==> src/hdl/text_line_view_filter_unit_macros.svh <==
// Assertion macros used by the line view filter back end.
// Define ASSERT_OFF to compile the checks away.
`ifndef TEXT_LINE_VIEW_FILTER_UNIT_MACROS_SVH
`define TEXT_LINE_VIEW_FILTER_UNIT_MACROS_SVH

`ifndef ASSERT_OFF
`define TLVF_ASSERT(lbl, prop, msg) \
  lbl: assert property (@(posedge clk) disable iff (!rst_n) (prop)) else $error(msg);
`define TLVF_ASSERT_ALWAYS(lbl, prop, msg) \
  lbl: assert property (@(posedge clk) (prop)) else $error(msg);
`else
`define TLVF_ASSERT(lbl, prop, msg)
`define TLVF_ASSERT_ALWAYS(lbl, prop, msg)
`endif

`endif

==> src/hdl/tlvf_pkg.sv <==
`timescale 1ns / 1ps
`default_nettype none
// ---------------------------------------------------------------------------
// tlvf_pkg
// Types and constants shared by the line view filter front, queue and back.
// ---------------------------------------------------------------------------
package tlvf_pkg;

  localparam int CountDigitsDefault = 10;
  localparam int CountDigitsMax     = 10;
  localparam int LenW               = $clog2(CountDigitsMax + 5);
  localparam int DigIdxW            = $clog2(CountDigitsMax);
  localparam int QueueDepth         = 2;
  localparam int MinNumWidth        = 6;

  localparam logic [7:0] ChSpace   = 8'h20;
  localparam logic [7:0] ChDollar  = 8'h24;
  localparam logic [7:0] ChNl      = 8'h0A;
  localparam logic [7:0] ChTab     = 8'h09;
  localparam logic [7:0] ChCaret   = 8'h5E;
  localparam logic [7:0] ChUpperI  = 8'h49;
  localparam logic [7:0] ChQuest   = 8'h3F;
  localparam logic [7:0] ChDel     = 8'h7F;
  localparam logic [7:0] CtrlLimit = 8'd32;
  localparam logic [7:0] CaretOfs  = 8'd64;
  localparam logic [3:0] DigitHigh = 4'h3;

  typedef enum logic [2:0] {
    REG_NUMBER_ALL      = 3'd0,
    REG_NUMBER_NONBLANK = 3'd1,
    REG_SQUEEZE_BLANK   = 3'd2,
    REG_SHOW_ENDS       = 3'd3,
    REG_SHOW_TABS       = 3'd4,
    REG_SHOW_ALL        = 3'd5
  } reg_idx_t;

  typedef struct packed {
    logic number_all_lines;
    logic number_nonblank_lines;
    logic squeeze_blank_runs;
    logic show_line_ends;
    logic show_tabs;
    logic show_all_visible;
  } cfg_t;

  // one formatting job: optional number prefix followed by one or two body bytes
  typedef struct packed {
    logic [CountDigitsMax-1:0][3:0] digits;
    logic [LenW-1:0]                num_len;
    logic [LenW-1:0]                num_width;
    logic [LenW-1:0]                prefix_len;
    logic [LenW-1:0]                total;
    logic [7:0]                     body0;
    logic [7:0]                     body1;
  } job_t;

endpackage
`default_nettype wire

==> src/hdl/tlvf_front.sv <==
`timescale 1ns / 1ps
`default_nettype none
// ---------------------------------------------------------------------------
// tlvf_front
// Accepts input items, tracks line state and the BCD line counter, holds the
// option registers and turns each unsqueezed item into a formatting job.
// ---------------------------------------------------------------------------
module tlvf_front import tlvf_pkg::*; #(
  parameter int COUNT_DIGITS = CountDigitsDefault
) (
  input  wire logic       clk,
  input  wire logic       rst_n,
  input  wire logic       in_tvalid,
  output logic            in_tready,
  input  wire logic [7:0] in_byte,
  input  wire logic       in_sof,
  input  wire logic       cfg_valid,
  output logic            cfg_ready,
  input  wire logic [2:0] cfg_index,
  input  wire logic       cfg_data,
  output logic            push,
  output job_t            push_job,
  input  wire logic       q_ready
);

  cfg_t       cfg_r;
  logic       als_r, als_nxt;
  logic [1:0] brc_r, brc_nxt;
  logic [3:0] cnt_r   [COUNT_DIGITS];
  logic [3:0] cnt_nxt [COUNT_DIGITS];

  logic                    cur_als;
  logic [1:0]              cur_brc, sq_brc;
  logic [3:0]              cur_dig [COUNT_DIGITS];
  logic [3:0]              inc_dig [COUNT_DIGITS];
  logic [COUNT_DIGITS-1:0] carry;
  logic [LenW-1:0]         num_len, num_width, body_len;
  logic                    is_nl, drop, has_num, accept;
  logic [7:0]              b0, b1;

  assign cfg_ready = 1'b1;
  assign in_tready = q_ready;
  assign accept    = in_tvalid & in_tready;
  assign is_nl     = (in_byte == ChNl);

  always_ff @(posedge clk) begin
    if (!rst_n) begin
      cfg_r <= '0;
    end else if (cfg_valid) begin
      case (cfg_index)
        REG_NUMBER_ALL:      cfg_r.number_all_lines      <= cfg_data;
        REG_NUMBER_NONBLANK: cfg_r.number_nonblank_lines <= cfg_data;
        REG_SQUEEZE_BLANK:   cfg_r.squeeze_blank_runs    <= cfg_data;
        REG_SHOW_ENDS:       cfg_r.show_line_ends        <= cfg_data;
        REG_SHOW_TABS:       cfg_r.show_tabs             <= cfg_data;
        REG_SHOW_ALL:        cfg_r.show_all_visible      <= cfg_data;
        default:             cfg_r                       <= cfg_r;
      endcase
    end
  end

  // start of file clears the line state ahead of this item
  always_comb begin
    cur_als = in_sof | als_r;
    cur_brc = in_sof ? 2'd0 : brc_r;
    for (int i = 0; i < COUNT_DIGITS; i++) begin
      cur_dig[i] = in_sof ? 4'd0 : cnt_r[i];
    end
    carry[0] = 1'b1;
    for (int i = 1; i < COUNT_DIGITS; i++) begin
      carry[i] = carry[i-1] & (cur_dig[i-1] >= 4'd9);
    end
    for (int i = 0; i < COUNT_DIGITS; i++) begin
      if (carry[i]) begin
        inc_dig[i] = (cur_dig[i] >= 4'd9) ? 4'd0 : cur_dig[i] + 4'd1;
      end else begin
        inc_dig[i] = cur_dig[i];
      end
    end
    num_len = LenW'(1);
    for (int i = 1; i < COUNT_DIGITS; i++) begin
      if (inc_dig[i] != 4'd0) num_len = LenW'(i + 1);
    end
    num_width = (num_len < LenW'(MinNumWidth)) ? LenW'(MinNumWidth) : num_len;
  end

  always_comb begin
    sq_brc  = (cur_brc == 2'd2) ? 2'd2 : cur_brc + 2'd1;
    drop    = 1'b0;
    has_num = 1'b0;
    als_nxt = cur_als;
    brc_nxt = cur_brc;
    if (cur_als) begin
      if (is_nl) begin
        if (cfg_r.squeeze_blank_runs) begin
          brc_nxt = sq_brc;
          drop    = (sq_brc == 2'd2);
        end
        has_num = cfg_r.number_all_lines & ~drop;
      end else begin
        has_num = cfg_r.number_all_lines | cfg_r.number_nonblank_lines;
        als_nxt = 1'b0;
        brc_nxt = 2'd0;
      end
    end else if (is_nl) begin
      als_nxt = 1'b1;
      brc_nxt = 2'd0;
    end
    for (int i = 0; i < COUNT_DIGITS; i++) begin
      cnt_nxt[i] = has_num ? inc_dig[i] : cur_dig[i];
    end
  end

  // body bytes
  always_comb begin
    b0       = in_byte;
    b1       = ChNl;
    body_len = LenW'(1);
    if (is_nl) begin
      if (cfg_r.show_line_ends | cfg_r.show_all_visible) begin
        b0       = ChDollar;
        body_len = LenW'(2);
      end
    end else if (in_byte == ChTab) begin
      if (cfg_r.show_tabs | cfg_r.show_all_visible) begin
        b0       = ChCaret;
        b1       = ChUpperI;
        body_len = LenW'(2);
      end
    end else if (cfg_r.show_all_visible && in_byte < CtrlLimit) begin
      b0       = ChCaret;
      b1       = in_byte + CaretOfs;
      body_len = LenW'(2);
    end else if (cfg_r.show_all_visible && in_byte == ChDel) begin
      b0       = ChCaret;
      b1       = ChQuest;
      body_len = LenW'(2);
    end
  end

  always_comb begin
    push_job = '0;
    for (int i = 0; i < COUNT_DIGITS; i++) begin
      push_job.digits[i] = inc_dig[i];
    end
    push_job.num_len    = num_len;
    push_job.num_width  = num_width;
    push_job.prefix_len = has_num ? num_width + LenW'(2) : '0;
    push_job.total      = push_job.prefix_len + body_len;
    push_job.body0      = b0;
    push_job.body1      = b1;
  end

  assign push = accept & ~drop;

  always_ff @(posedge clk) begin
    if (!rst_n) begin
      als_r <= 1'b1;
      brc_r <= 2'd0;
      for (int i = 0; i < COUNT_DIGITS; i++) cnt_r[i] <= 4'd0;
    end else if (accept) begin
      als_r <= als_nxt;
      brc_r <= brc_nxt;
      for (int i = 0; i < COUNT_DIGITS; i++) cnt_r[i] <= cnt_nxt[i];
    end
  end

endmodule
`default_nettype wire

==> src/hdl/tlvf_queue.sv <==
`timescale 1ns / 1ps
`default_nettype none
// ---------------------------------------------------------------------------
// tlvf_queue
// Short job queue between the classifying front and the emitting back.
// ---------------------------------------------------------------------------
module tlvf_queue import tlvf_pkg::*; (
  input  wire logic clk,
  input  wire logic rst_n,
  input  wire logic push,
  input  job_t      push_job,
  output logic      q_ready,
  output logic      q_valid,
  output job_t      q_head,
  input  wire logic pop
);

  localparam int PtrW = $clog2(QueueDepth);
  localparam int CntW = $clog2(QueueDepth + 1);

  job_t            slot_r [QueueDepth];
  logic [PtrW-1:0] wr_ptr_r, rd_ptr_r;
  logic [CntW-1:0] cnt_r;

  assign q_ready = (cnt_r != CntW'(QueueDepth));
  assign q_valid = (cnt_r != '0);
  assign q_head  = slot_r[rd_ptr_r];

  always_ff @(posedge clk) begin
    if (push) slot_r[wr_ptr_r] <= push_job;
  end

  always_ff @(posedge clk) begin
    if (!rst_n) begin
      wr_ptr_r <= '0;
      rd_ptr_r <= '0;
      cnt_r    <= '0;
    end else begin
      if (push) wr_ptr_r <= wr_ptr_r + PtrW'(1);
      if (pop)  rd_ptr_r <= rd_ptr_r + PtrW'(1);
      case ({push, pop})
        2'b10:   cnt_r <= cnt_r + CntW'(1);
        2'b01:   cnt_r <= cnt_r - CntW'(1);
        default: cnt_r <= cnt_r;
      endcase
    end
  end

endmodule
`default_nettype wire

==> src/hdl/tlvf_back.sv <==
`timescale 1ns / 1ps
`default_nettype none
`include "text_line_view_filter_unit_macros.svh"
// ---------------------------------------------------------------------------
// tlvf_back
// Takes jobs off the queue and streams their bytes: pad spaces, line number
// digits, two spaces, then the body bytes; tlast marks the final byte.
// ---------------------------------------------------------------------------
module tlvf_back import tlvf_pkg::*; (
  input  wire logic  clk,
  input  wire logic  rst_n,
  input  wire logic  q_valid,
  input  job_t       q_head,
  output logic       pop,
  output logic       out_tvalid,
  input  wire logic  out_tready,
  output logic [7:0] out_byte,
  output logic       out_last
);

  logic            busy_r;
  job_t            job_r;
  logic [LenW-1:0] pos_r;
  logic [LenW-1:0] pad_end, body_pos;
  logic [DigIdxW-1:0] dig_idx;
  logic            take;

  assign out_tvalid = busy_r;
  assign out_last   = (pos_r == job_r.total - LenW'(1));
  assign take       = out_tvalid & out_tready;
  assign pop        = q_valid & (~busy_r | (take & out_last));

  assign pad_end  = job_r.num_width - job_r.num_len;
  assign body_pos = pos_r - job_r.prefix_len;
  assign dig_idx  = DigIdxW'(job_r.num_width - LenW'(1) - pos_r);

  always_comb begin
    if (pos_r < job_r.prefix_len) begin
      if (pos_r >= pad_end && pos_r < job_r.num_width) begin
        out_byte = {DigitHigh, job_r.digits[dig_idx]};
      end else begin
        out_byte = ChSpace;
      end
    end else if (body_pos == '0) begin
      out_byte = job_r.body0;
    end else begin
      out_byte = job_r.body1;
    end
  end

  always_ff @(posedge clk) begin
    if (pop) job_r <= q_head;
  end

  always_ff @(posedge clk) begin
    if (!rst_n) begin
      busy_r <= 1'b0;
      pos_r  <= '0;
    end else if (pop) begin
      busy_r <= 1'b1;
      pos_r  <= '0;
    end else if (take && out_last) begin
      busy_r <= 1'b0;
    end else if (take) begin
      pos_r <= pos_r + LenW'(1);
    end
  end

  `TLVF_ASSERT(a_pos_in_job, busy_r |-> (pos_r < job_r.total), "byte position past job end")
  `TLVF_ASSERT(a_job_nonempty, busy_r |-> (job_r.total != '0), "empty job loaded")
  `TLVF_ASSERT(a_run_continues, (take && !out_last) |=> out_tvalid, "item run broken")

endmodule
`default_nettype wire

==> src/hdl/text_line_view_filter_unit.sv <==
`timescale 1ns / 1ps
`default_nettype none
// ---------------------------------------------------------------------------
// text_line_view_filter_unit
// Line view filter: line numbering, blank-run squeezing and visible control
// characters on a byte stream.
// ---------------------------------------------------------------------------
// Each input item gives zero to fourteen output items, the last flagged by
// out_tlast. The back end sends one byte per cycle while out_tready is high,
// so one-byte items flow at one item per cycle; longer items hold the output
// until all their bytes are out. The front end classifies an item in the
// cycle it is accepted and hands a job to a two-entry queue, so input keeps
// flowing while a numbered line prefix drains; in_tready drops only when the
// queue is full. Squeezed empty lines are accepted and produce nothing. The
// user must write options through the cfg port only while the stream is
// idle; the block does not enforce this. cfg_ready is always high.
module text_line_view_filter_unit import tlvf_pkg::*; #(
  parameter int COUNT_DIGITS = CountDigitsDefault
) (
  input  wire logic       clk,
  input  wire logic       rst_n,
  input  wire logic       in_tvalid,
  output logic            in_tready,
  input  wire logic [7:0] in_tdata,   // [7:0] byte_in
  input  wire logic [0:0] in_tuser,   // [0] start_of_file
  output logic            out_tvalid,
  input  wire logic       out_tready,
  output logic [7:0]      out_tdata,  // [7:0] byte_out
  output logic            out_tlast,  // last_of_run
  input  wire logic       cfg_valid,
  output logic            cfg_ready,
  input  wire logic [2:0] cfg_index,
  input  wire logic       cfg_data
);

  logic push, pop, q_ready, q_valid;
  job_t push_job, q_head;

  tlvf_front #(
    .COUNT_DIGITS(COUNT_DIGITS)
  ) u_front (
    .clk       (clk),
    .rst_n     (rst_n),
    .in_tvalid (in_tvalid),
    .in_tready (in_tready),
    .in_byte   (in_tdata),
    .in_sof    (in_tuser[0]),
    .cfg_valid (cfg_valid),
    .cfg_ready (cfg_ready),
    .cfg_index (cfg_index),
    .cfg_data  (cfg_data),
    .push      (push),
    .push_job  (push_job),
    .q_ready   (q_ready)
  );

  tlvf_queue u_queue (
    .clk      (clk),
    .rst_n    (rst_n),
    .push     (push),
    .push_job (push_job),
    .q_ready  (q_ready),
    .q_valid  (q_valid),
    .q_head   (q_head),
    .pop      (pop)
  );

  tlvf_back u_back (
    .clk        (clk),
    .rst_n      (rst_n),
    .q_valid    (q_valid),
    .q_head     (q_head),
    .pop        (pop),
    .out_tvalid (out_tvalid),
    .out_tready (out_tready),
    .out_byte   (out_tdata),
    .out_last   (out_tlast)
  );

endmodule
`default_nettype wire

==> config.mk <==
export PLATFORM = sky130hd
export DESIGN_NAME = text_line_view_filter_unit
export DESIGN_NICKNAME = d
export VERILOG_FILES = /design/src/hdl/tlvf_pkg.sv /design/src/hdl/tlvf_front.sv /design/src/hdl/tlvf_queue.sv /design/src/hdl/tlvf_back.sv /design/src/hdl/text_line_view_filter_unit.sv
export VERILOG_INCLUDE_DIRS = /design/src /design/src/hdl
export SDC_FILE = /design/constraint.sdc
export NUM_CORES = 1
export LEC_CHECK = 0
export CAP_MARGIN = 20
export CORE_UTILIZATION = 23
export CTS_CLUSTER_DIAMETER = 150
export DETAILED_ROUTE_END_ITERATION = 16
export DONT_BUFFER_PORTS = 1
export SLEW_MARGIN = 10
export SYNTH_ARGS = -nofsm -noshare
export SYNTH_HDL_FRONTEND = slang
export SYNTH_HIERARCHICAL = 1
export SYNTH_SLANG_ARGS = --single-unit
==> constraint.sdc <==
create_clock -name clk -period 6.2 [get_ports clk]
set_clock_uncertainty 0.15 [all_clocks]
set_input_delay 0.62 -clock clk [delete_from_list [all_inputs] [get_ports clk]]
set_output_delay 0.62 -clock clk [all_outputs]
set_load 0.01 [all_outputs]
After elaboration in Yosys (flattened, before gate mapping)
Memories as Yosys holds them, arrays and structs flattened. A register that Yosys moved wholly into a read port is not among the register bits.
Index checks and enable logic that the tools add are counted.

storage, ports and cells
  flip-flop bits (word level) = 18
  memory bits (writable) = 184
  input port bits = 18
  output and inout port bits = 12
  memories = 2

cells by class
  $add $sub $neg = 24
  order comparisons = 16
  equal/unequal tests = 14
  multiplexer cells = 105
  bitwise logic cells = 34
  reductions and logical operators = 26

memories
  name            words  width  read ports  clocked after memory_dff  write ports  RTL line          RTL
  u_queue.slot_r  2      72     1           1                         1            tlvf_queue.sv:21  job_t slot_r [QueueDepth];
  u_front.cnt_r   10     4      10          0                         10           tlvf_front.sv:29  logic [3:0] cnt_r [COUNT_DIGITS];

operators by type and width
  operator                                                                       count
  4-bit two-way mux                                                              58
  8-bit two-way mux                                                              11
  4-bit by 1-bit adder with 4-bit output (second input constant)                 11
  4-bit >= comparator (second input constant)                                    10
  4-bit nonzero test                                                             9
  2-bit two-way mux                                                              11
  4-bit binary-select mux with 4-bit select                                      1
  8-bit by 4-bit == test with 1-bit output (second input constant)               2
  1-bit two-way mux                                                              16
  1-bit bitwise OR                                                               15
  1-bit AND                                                                      14
  2-bit AND reduction                                                            7
  3-bit two-way mux                                                              4
  4-bit subtractor                                                               3
  8-bit by 7-bit adder with 8-bit output (second input constant)                 1
  8-bit by 7-bit == test with 1-bit output (second input constant)               1
  4-bit less-than comparator                                                     2
  8-bit by 6-bit less-than comparator with 1-bit output (second input constant)  1
  4-bit by 1-bit subtractor with 4-bit output (second input constant)            2
  7-bit two-way mux                                                              1
  2-bit == test (second input constant)                                          3
  3-bit by 2-bit == test with 1-bit output (second input constant)               2
  3-bit == test (second input constant)                                          2
  6-bit two-way mux                                                              1
  other kinds (20)                                                               31

Depth between registers and ports, before layout
Gate-level depths: netlist of the first run.
An unclocked memory read counts as a cell.

  depth in word-level cells = 20
  gate-level depth with buffers = 21

Cells and area by module
Netlist of the first run, hierarchy kept.

modules (own cells, without submodules)
  module      times used  cells each  area an instance (um^2)  seq. area each (um^2)
  tlvf_queue  1           246         5408.9                   4424.2
  tlvf_front  1           600         4728.3                   1381.3
  tlvf_back   1           227         3553.4                   2262.2

Worst setup path before layout of the first run
Ideal clock, no wire load.

  path kind = flip-flop to flip-flop
  from = reg u_back/job_r[16] (netlist name)
  to = reg u_queue.cnt_r[1]
  setup time = 0.070 ns
  arrival = 5.545 ns
  required time = 5.980 ns
  slack = 0.435 ns
  stages on the path, launching flop included = 10
  clock period less this slack = 5.765 ns
  path through = edfxtp_1 -> inv_1 -> ha_1 -> xnor3_1 -> nand3_1 -> o31a_1 -> nor2_1 -> ha_1 -> or3_1 -> a21boi_1

on the way
  word-level cells in the longest chain between the ends = 7
  elaborated cells between the ends (all ways) = 9

RTL lines
  what                                                                              RTL line                          RTL
  4-bit by 1-bit subtractor with 4-bit output (*)                                   tlvf_back.sv:29                   assign out_last = (pos_r == job_r.total - LenW'(1));
  4-bit == test (*)                                                                 tlvf_back.sv:29
  1-bit AND (*)                                                                     tlvf_back.sv:31                   assign pop = q_valid & (~busy_r | (take & out_last));
  1-bit bitwise OR (*)                                                              tlvf_back.sv:31
  1-bit AND (*)                                                                     tlvf_back.sv:31
  via pop                                                                           text_line_view_filter_unit.sv:36  logic push, pop, q_ready, q_valid;
  2-bit by 1-bit == test with 1-bit output / 2-bit == test (equally long branches)  tlvf_queue.sv:41                  case ({push, pop})
  2-bit case mux with 2 select lines / 2-bit nonzero test (equally long branches)   n/a
  to (signal assigned)                                                              tlvf_queue.sv:42                  2'b10: cnt_r <= cnt_r + CntW'(1);
  to (signal assigned)                                                              tlvf_queue.sv:43                  2'b01: cnt_r <= cnt_r - CntW'(1);
  to (signal assigned)                                                              tlvf_queue.sv:44                  default: cnt_r <= cnt_r;
  to (decl)                                                                         tlvf_queue.sv:23                  logic [CntW-1:0] cnt_r;

Mark *: on every way through the listed nets, which the timed path passes. The rest lies on a longest branch.
A chain may end at the register's enable or synchronous reset.

==> flow_metrics.py, run 1 <==
metrics = {
    "run_status": {
        "status": "finished clean",
    },
    "worst_setup_path": {
        "cp-start-kind": "flop",
        "cp.required_ns": 6.33,
        "critPathBufInv": 2,
        "crit_arrival_ns": 4.62,
        "path_class": "reg -> reg",
        "cp_top_family": "simple AND/OR/NAND/NOR gates",
        "end_kind": "flop",
        "cp_max_fo": 13,
        "max_stage_delay_ns": 0.50,
        "slowest_stage": "or3_4",
        "cp_cell_sequence": "nor2b_1 -> inv_1 -> ha_1 -> nand2b_1 -> o21ai_2 -> or3_4 -> nor2_1 -> mux2i_1 -> nor3b_1 -> a21oi_1 -> nor3_1 -> ha_1 -> inv_1 -> fa_1 -> xnor2_1",
    },
    "global_routing": {
        "grt_max_degree": 73,
        "antenna_found_initial": 0,
        "gr-usage-all-layers_pct": 9.09,
        "first_global_vias": 8091,
        "grt-ovfl-total": 0,
        "grt_first_pass_wirelength_mm": 44.3,
    },
    "layout": {
        "multi_input_area_um2": 5240,
        "layout-drive-gt1-share_pct": 7.19,
        "antenna_cells": 0,
        "layout_common_cells": "edfxtp_1 (256), nor2_1 (89), mux2_1 (72)",
        "syn_to_final_growth_pct": 12.5,
        "final_common_cell": "edfxtp_1",
        "regArea_um2": 8070,
        "utilization_pct": 26.1,
        "final_nets": 1144,
        "fin_area_um2": 15400,
        "n_fill_cell": 5939,
    },
    "timing": {
        "hold_slack_ns": 0.0568,
        "fin_setup_tns_ns": 0,
        "timing.fmax_mhz": 223,
        "fin_crit_ns": 4.49,
        "fin_crit_sh_pct": 72.4,
        "setup-violations-final": 0,
        "hold_viol": 0,
        "rsz0062_at_grt": "no",
        "max-slew-margin-rel_pct": 28.5,
        "drv_slew": 0,
        "tightest_slew_ns": 1.07,
    },
    "drt": {
        "wl_mm": 27.8,
        "dr_total_vias": 8171,
        "drc": 0,
        "viasPerCell": 4.40,
        "drt_iter0_markers": 543,
        "drt-pass1-iter-count": 5,
        "postRouteAntennaNets": 0,
        "wl_per_cell_um": 14.9,
    },
    "power_and_ir_drop": {
        "ir_worst_vdd_mv": 0.194,
        "p_leak_nw": 5.51,
        "power_density_nw_per_um2": 366,
    },
    "hold_path": {
        "min_path_type": "in -> reg",
    },
    "cts": {
        "ctsResizeCount": 0,
        "cts_tree": "built",
        "clockBufferDepth": 3,
        "cts_hold_buffers": 0,
        "clkTransAtPathRegs_ns": 0.07,
        "root_buffer": "clkbuf_16",
        "cts_num_sinks": 275,
        "cts_made_buffers": 26,
        "clk_latency_ns": 0.55,
        "post_cts_buffers": 0,
        "htreeDepth": 1,
    },
    "floorplan": {
        "die_h_um": 246,
        "die_area_um2": 60500,
        "row_count": 89,
        "initial_core_util_pct": 23.2,
        "io-pin-count": 30,
        "core_um2": 58900,
        "die_x_um": 246,
    },
    "logic_synthesis": {
        "yosysUniqueCellTypes": 85,
        "synth_warnings": 6,
        "yosysSeqAreaShare_pct": 58.9,
        "synth-seq-cells": 275,
        "synth_edf_count": 256,
        "synthesis.nets": 1149,
        "synthArstFlopShare_pct": 0,
        "netlist_area_um2": 13700,
        "syn_avg_cell_area_um2": 12.8,
        "synthFlopType": "edfxtp_1",
        "syn_inst": 1073,
    },
    "placement": {
        "hpwl_mm": 18.8,
        "port_buffers": 0,
        "globalplace.congestion": 0.815,
        "place_area_um2": 14600,
    },
    "run": {
        "drv_cap": 0,
    },
}
-- worst paths after layout --
check / from / slack (ns) / to / depth (start not counted)
max reg2reg: u_front/cnt_r[0][0] / 1.71 / u_queue/slot_r[0][18] / 15
min: rst_n / 0.06 / u_back/out_tvalid / 1
min reg2reg: u_front/brc_r[0] / 0.33 / u_front/brc_r[0] / 1
max: u_front/cnt_r[0][0] / 1.71 / u_queue/slot_r[0][18] / 15
-- cell families after synthesis --
logic type	Yosys count	share of synthesized area (%)
multiplexers	108	9.51
other	1	0.0274
adder cells (fa/ha/maj)	58	5.47
AO/OA/AOI/OAI	175	8.59
XOR/XNOR	24	1.77
flip-flops	275	58.9
AND/OR/NAND/NOR	336	12.7
buffers and inverters	96	3.02
-- registers in the layout, summed over array words and instances (netlist names), 2 cells and up, named ones only --
register / cells
u_front/brc_r: 2
u_queue/cnt_r: 2
u_front/cnt_r: 40
u_front/cfg_r: 6
u_back/job_r: 72
u_back/pos_r: 4
u_queue/slot_r: 144
-- power breakdown --
group	switching [W]	leakage [nW]	internal (W)
registers	0.000132	2.63	0.00252
logic	0.000882	2.49	0.000560
clock network	0.000672	0.389	0.000858
total	0.00169	5.51	0.00394
-- routing by layer --
metal  part of all wire (%)  vias up  GRT usage [%]
li1                       -     3964              -
met1                     46     4003           11.9
met2                     48      162           15.3
met3                    3.6       42           1.11
met4                    2.5        0           3.32
met5                      0        -              0
-- layout make-up --
cell class / count / area share, %
inverters: 55 / 1.34
flip-flops and latches: 275 / 52.4
well taps: 773 / 6.28
repair buffers: 8 / 0.650
clock buffers: 31 / 4.35
clock inverters: 14 / 0.926
multi-input cells: 702 / 34.0
-- through the flow --
stage	std cells	total power, W	setup slack [ns]
2_1_floorplan	1073	0.00375	0.435
3_3_place_gp	1811	0.00413	1.70
3_5_place_dp	1812	0.00417	1.57
4_1_cts	1857	0.00571	1.76
5_1_grt	1858	0.00593	1.31
6_report	1858	0.00563	1.71
-- worst register-to-register path, stage by stage (launching register included) --
cell and delay [ns]:
edfxtp_1 0.37, nor2b_1 0.28, inv_1 0.08, ha_1 0.19, nand2b_1 0.15, o21ai_2 0.15
or3_4 0.50, nor2_1 0.40, mux2i_1 0.29, nor3b_1 0.38, a21oi_1 0.15, nor3_1 0.32
ha_1 0.24, inv_1 0.06, fa_1 0.37, xnor2_1 0.15
-- cell usage after synthesis (11+ instances only) --
master	n	area, um2
edfxtp_1	256	7690
nor2_1	91	342
mux2_1	72	811
nand2_1	70	263
ha_1	55	688
inv_1	55	206
a21oi_1	48	240
nand2b_1	39	244
nand3_1	30	150
o21ai_0	30	150
nor2b_1	27	169
clkbuf_1	23	86.3
mux2i_1	21	210
dfxtp_1	19	380
a211oi_1	16	120
xnor2_1	14	123
o211ai_1	13	97.6
nor3_1	11	55.1
(Power assumes the default switching activity.)
==> run 2, diff against run 1 <==
==> constraint.sdc (replaced) <==
create_clock -name clk -period 3.7 [get_ports clk]
set_clock_uncertainty 0.15 [all_clocks]
set_input_delay 0.37 -clock clk [delete_from_list [all_inputs] [get_ports clk]]
set_output_delay 0.37 -clock clk [all_outputs]
set_load 0.01 [all_outputs]
==> run 2 against run 1 <==
Compared with the run above: power up 74%; critical path depth up 1; critical path type unchanged; utilization up 2.1 points; sequential share of layout area down 3.9 points; combinational power up 86%; sequential power up 70%; the run now ends with negative setup slack left; die area unchanged; final cell count up 6.5%; highest routed layer unchanged; routed wire length up 6.0%; final area up 8.1%; global-route usage up 0.55 points; hold slack worse by 0.038 ns.
==> flow_metrics.py, run 2 (same netlist as run 1, synthesis figures left out) <==
metrics = {
    "global_routing": {
        "first_global_vias": 8520,
        "grt_max_degree": 73,
        "grt-ovfl-total": 0,
        "antenna_found_initial": 0,
        "gr-usage-all-layers_pct": 9.65,
        "grt_first_pass_wirelength_mm": 46.9,
    },
    "power_and_ir_drop": {
        "ir_worst_vdd_mv": 0.326,
        "seqPwrFrac_pct": 46.0,
        "switchingPower_w": 0.00294,
        "power_density_nw_per_um2": 590,
        "p_int_w": 0.00688,
        "combPwrFrac_pct": 27.3,
        "power_frac_clock_pct": 26.8,
        "p_leak_nw": 6.14,
        "swShare_pct": 30.0,
    },
    "timing": {
        "timing.fmax_mhz": 267,
        "max-slew-margin-rel_pct": 28.7,
        "fin_crit_ns": 3.74,
        "hold_viol": 0,
        "fin_setup_tns_ns": -0.126,
        "setup_ws_ns": -0.0427,
        "drv_slew": 0,
        "setup-violations-final": 5,
        "tightest_slew_ns": 1.07,
        "rsz0062_at_grt": "yes",
        "fin_crit_sh_pct": 101,
    },
    "layout": {
        "layout-drive-gt1-share_pct": 18.5,
        "final_nets": 1263,
        "fin_area_um2": 16600,
        "syn_to_final_growth_pct": 21.5,
        "top_register": "u_queue/slot_r",
        "largest_register_ffs": 144,
        "antenna_cells": 0,
        "regArea_um2": 8070,
        "final_common_cell": "edfxtp_1",
        "multi_input_area_um2": 5510,
        "layout_common_cells": "edfxtp_1 (256), buf_4 (102), nor2_1 (85)",
        "n_fill_cell": 5862,
        "reg.largest.list": "u_queue/slot_r (144), u_back/job_r (72), u_front/cnt_r (40)",
    },
    "worst_setup_path": {
        "cp-start-kind": "flop",
        "crit_arrival_ns": 3.88,
        "cp.required_ns": 3.83,
        "cp_max_fo": 4,
        "rr_worst_depth": 16,
        "path_class": "reg -> reg",
        "end_kind": "flop",
    },
    "floorplan": {
        "core_um2": 58900,
        "row_count": 89,
        "io-pin-count": 30,
        "die_area_um2": 60500,
        "initial_core_util_pct": 23.2,
        "die_x_um": 246,
        "die_h_um": 246,
    },
    "cts": {
        "cts_made_buffers": 27,
        "root_buffer": "clkbuf_16",
        "clk_latency_ns": 0.55,
        "cts_num_sinks": 275,
        "clockBufferDepth": 3,
        "htreeDepth": 1,
        "cts_tree": "built",
        "clkTransAtPathRegs_ns": 0.06,
    },
    "drt": {
        "wl_per_cell_um": 14.9,
        "drt-pass1-iter-count": 5,
        "wl_mm": 29.4,
        "viasPerCell": 4.36,
        "postRouteAntennaNets": 0,
        "drc": 0,
        "dr_total_vias": 8623,
        "drt_iter0_markers": 553,
    },
    "placement": {
        "globalplace.congestion": 0.823,
        "place_area_um2": 15300,
        "port_buffers": 0,
        "hpwl_mm": 20.4,
    },
    "hold_path": {
        "whs_path_depth": 3,
        "min_path_type": "in -> reg",
    },
    "run_status": {
        "status": "complete, but fails checks",
        "violations": "negative setup slack",
    },
    "run": {
        "drv_cap": 0,
    },
}
run 2: cell count changes in the layout (fill, tap and decap cells not counted), moves of 3 or more:
cell	before	now
buf_4	6	102
dlygate4sd3_1	0	19
ha_1	55	47
nand2b_1	39	33
nand2b_4	0	6
ha_2	0	5
nor2b_1	27	22
nor2b_4	0	5
inv_1	55	51
inv_2	0	4
nor2_1	89	85
buf_12	0	3
ha_4	0	3
nor2_4	2	5
run 2: layer usage:
layer	vias up	GRT usage, %	part of all wire, %	wire length (um)
met5	-	0	0	0
met4	0	3.00	2.1	624
met3	31	1.20	4.1	1210
met2	151	16.4	49	14400
met1	4239	12.6	45	13200
li1	4202	-	-	-
run 2: stage by stage:
step,power (W),instances,hold WS (ns),setup WS [ns],utilization [%]
global route,0.0103,1979,0.0271,-0.170,28.2
global placement,0.00708,1899,0.304,-0.194,26.0
floorplan,0.00628,1073,0.293,-0.263,-
CTS,0.00991,1973,0.00142,-0.0814,28.0
detailed placement,0.00715,1899,0.318,-0.298,26.0
finish,0.00982,1979,0.0183,-0.0427,28.2
run 2: worst max-delay path: stages (launching register included):
cell and delay, ns:
edfxtp_1 0.40, nand2b_4 0.09, ha_4 0.15, or3b_4 0.25, o2111ai_2 0.10, or3_4 0.44
o31a_1 0.31, a41o_4 0.26, nor3b_4 0.22, a21o_1 0.23, nor2_4 0.06, ha_4 0.26
a21oi_4 0.14, nor2b_4 0.06, xnor2_2 0.15, xnor2_1 0.13, nor2_1 0.07
run 2: worst paths after layout:
path	start	to	slack (ns)
worst max-delay path	u_front/cnt_r[3][1]	u_queue/slot_r[1][19]	-0.04
worst min-delay path	in_tdata[6]	u_queue/slot_r[0][6]	0.02
worst max register to register	u_front/cnt_r[3][1]	u_queue/slot_r[1][19]	-0.04
worst min register to register	u_front/brc_r[1]	u_front/brc_r[1]	0.33
run 2: power by group through the flow:
| stage | sequential [W] | combinational, W | clock (W) |
|---|---|---|---|
| final | 0.00451 | 0.00268 | 0.00263 |
| after floorplan | 0.00442 | 0.00185 | 0 |
| after detailed placement | 0.00459 | 0.00255 | 0 |
| after global routing | 0.00459 | 0.00295 | 0.00280 |
| after global placement | 0.00457 | 0.00251 | 0 |
| after CTS | 0.00453 | 0.00268 | 0.00270 |
run 2: layout make-up:
cell class / instances / share of cell area, %
flip-flops and latches: 275 / 48.5
multi-input cells: 702 / 33.1
repair buffers: 126 / 6.20
well taps: 773 / 5.81
clock buffers: 30 / 4.13
inverters: 55 / 1.24
clock inverters: 18 / 0.963
run 2: repair_timing:
item | CTS | global route
pin swaps | 9 | 16
endpoints found under the hold margin | 40 | 0
buffers inserted | 7 | 6
endpoints found under the setup margin | 10 | 10
resized for setup | 18 | 18
hold buffers | 19 | 0
==> run 3, diff against run 2 <==
==> constraint.sdc (replaced) <==
create_clock -name clk -period 4.8 [get_ports clk]
set_clock_uncertainty 0.15 [all_clocks]
set_input_delay 0.48 -clock clk [delete_from_list [all_inputs] [get_ports clk]]
set_output_delay 0.48 -clock clk [all_outputs]
set_load 0.01 [all_outputs]
==> run 3 against run 2 <==
Compared with the run above: fmax fell by 13%; flip-flop and latch count did not move; the run now ends clean; power fell by 25%; combinational power fell by 32%.
==> flow_metrics.py, run 3 (same netlist as run 1, synthesis figures left out) <==
metrics = {
    "run": {
        "drv_cap": 0,
    },
    "layout": {
        "final_nets": 1151,
        "layout_common_cells": "edfxtp_1 (256), nor2_1 (89), mux2_1 (72)",
        "antenna_cells": 0,
        "largest_register_ffs": 144,
        "syn_to_final_growth_pct": 13.0,
        "reg.largest.list": "u_queue/slot_r (144), u_back/job_r (72), u_front/cnt_r (40)",
        "instances_no_fill": 1867,
        "n_fill_cell": 5939,
        "top_register": "u_queue/slot_r",
        "final_common_cell": "edfxtp_1",
        "layout-drive-gt1-share_pct": 7.68,
        "utilization_pct": 26.3,
    },
    "global_routing": {
        "gr-usage-all-layers_pct": 9.19,
        "antenna_found_initial": 0,
        "first_global_vias": 8092,
        "grt-ovfl-total": 0,
        "grt_max_degree": 73,
        "grt_first_pass_wirelength_mm": 44.4,
    },
    "placement": {
        "hpwl_mm": 18.8,
        "port_buffers": 0,
        "placedCellCount": 1816,
        "globalplace.congestion": 0.825,
    },
    "cts": {
        "cts_tree": "built",
        "cts_made_buffers": 26,
        "cts_hold_buffers": 3,
        "htreeDepth": 1,
        "ctsResizeCount": 0,
        "clk_latency_ns": 0.54,
        "root_buffer": "clkbuf_16",
        "clkTransAtPathRegs_ns": 0.06,
        "clockBufferDepth": 3,
        "cts_num_sinks": 275,
        "post_cts_buffers": 0,
    },
    "timing": {
        "drv_slew": 0,
        "hold_slack_ns": 0.0365,
        "tightest_slew_ns": 1.07,
        "max-slew-margin-rel_pct": 28.9,
        "rsz0062_at_grt": "no",
        "setup-violations-final": 0,
        "fin_setup_tns_ns": 0,
        "hold_viol": 0,
        "fin_crit_ns": 4.32,
        "fin_crit_sh_pct": 90.0,
        "timing.fmax_mhz": 232,
    },
    "power_and_ir_drop": {
        "switchingPower_w": 0.00218,
        "p_int_w": 0.00517,
        "p_leak_nw": 5.56,
        "power_density_nw_per_um2": 475,
        "ir_worst_vdd_mv": 0.236,
        "power_frac_clock_pct": 27.9,
        "seqPwrFrac_pct": 47.4,
        "swShare_pct": 29.7,
        "combPwrFrac_pct": 24.7,
    },
    "worst_setup_path": {
        "end_kind": "flop",
        "cp-start-kind": "flop",
        "path_class": "reg -> reg",
        "cp_top_family": "simple AND/OR/NAND/NOR gates",
        "cp.required_ns": 4.92,
        "critPathBufInv": 2,
        "crit_arrival_ns": 4.44,
        "cp_max_fo": 13,
        "max_stage_delay_ns": 0.45,
        "cp_cell_sequence": "nor2b_1 -> inv_1 -> ha_1 -> a21o_4 -> or3_4 -> nor2_1 -> mux2i_1 -> nor3b_1 -> a21oi_1 -> nor3_1 -> ha_1 -> inv_1 -> fa_1 -> xnor2_1",
        "slowest_stage": "or3_4",
    },
    "drt": {
        "viasPerCell": 4.37,
        "wl_per_cell_um": 15.0,
        "drt_iter0_markers": 696,
        "postRouteAntennaNets": 0,
        "drc": 0,
        "dr_total_vias": 8163,
        "wl_mm": 28.0,
        "drt-pass1-iter-count": 5,
    },
    "run_status": {
        "status": "finished clean",
    },
    "floorplan": {
        "die_area_um2": 60500,
        "die_h_um": 246,
        "core_um2": 58900,
        "row_count": 89,
        "io-pin-count": 30,
        "initial_core_util_pct": 23.2,
        "die_x_um": 246,
    },
    "hold_path": {
        "min_path_type": "in -> reg",
    },
}
run 3: layout make-up:
type                       instances  area (um2)  area share, %
sequential                       275        8070           52.2
multi-input combinational        702        5240           33.9
tap                              773         967           6.25
clock buffer                      31         691           4.47
inverter                          55         206           1.33
clock inverter                    16         159           1.03
timing repair buffer              15         133          0.857
run 3: power groups by stage:
stage          logic, W  registers, W  clock network, W
2_1_floorplan   0.00141       0.00342                 0
3_3_place_gp    0.00181       0.00353                 0
3_5_place_dp    0.00184       0.00355                 0
4_1_cts         0.00186       0.00350           0.00212
5_1_grt         0.00201       0.00354           0.00220
6_report        0.00182       0.00348           0.00205
run 3: per-layer routing:
layer	global-route usage (%)	wire [um]	up-vias	part of all wire, %
li1	-	-	3979	-
met1	12.1	12900	4000	46
met2	15.5	13300	152	48
met3	1.21	1140	32	4.1
met4	3.01	542	0	1.9
met5	0	0	-	0
run 3: stage by stage:
stage | power, W | setup WS, ns | cell area, um2
floorplan | 0.00483 | 0.0611 | 13700
global placement | 0.00534 | 0.448 | 14600
detailed placement | 0.00538 | 0.389 | 14600
CTS | 0.00748 | 0.476 | 15400
global route | 0.00775 | 0.0456 | 15500
finish | 0.00735 | 0.480 | 15500
run 3: final timing paths:
check                                        endpoint                start  depth (start not counted)  slack (ns)
worst max-delay path            u_queue/slot_r[1][18]  u_front/cnt_r[2][1]                         14        0.48
worst min-delay path            u_queue/slot_r[1][35]             in_tuser                          1        0.04
worst max register to register  u_queue/slot_r[1][18]  u_front/cnt_r[2][1]                         14        0.48
worst min register to register       u_front/brc_r[1]     u_front/brc_r[1]                          1        0.32
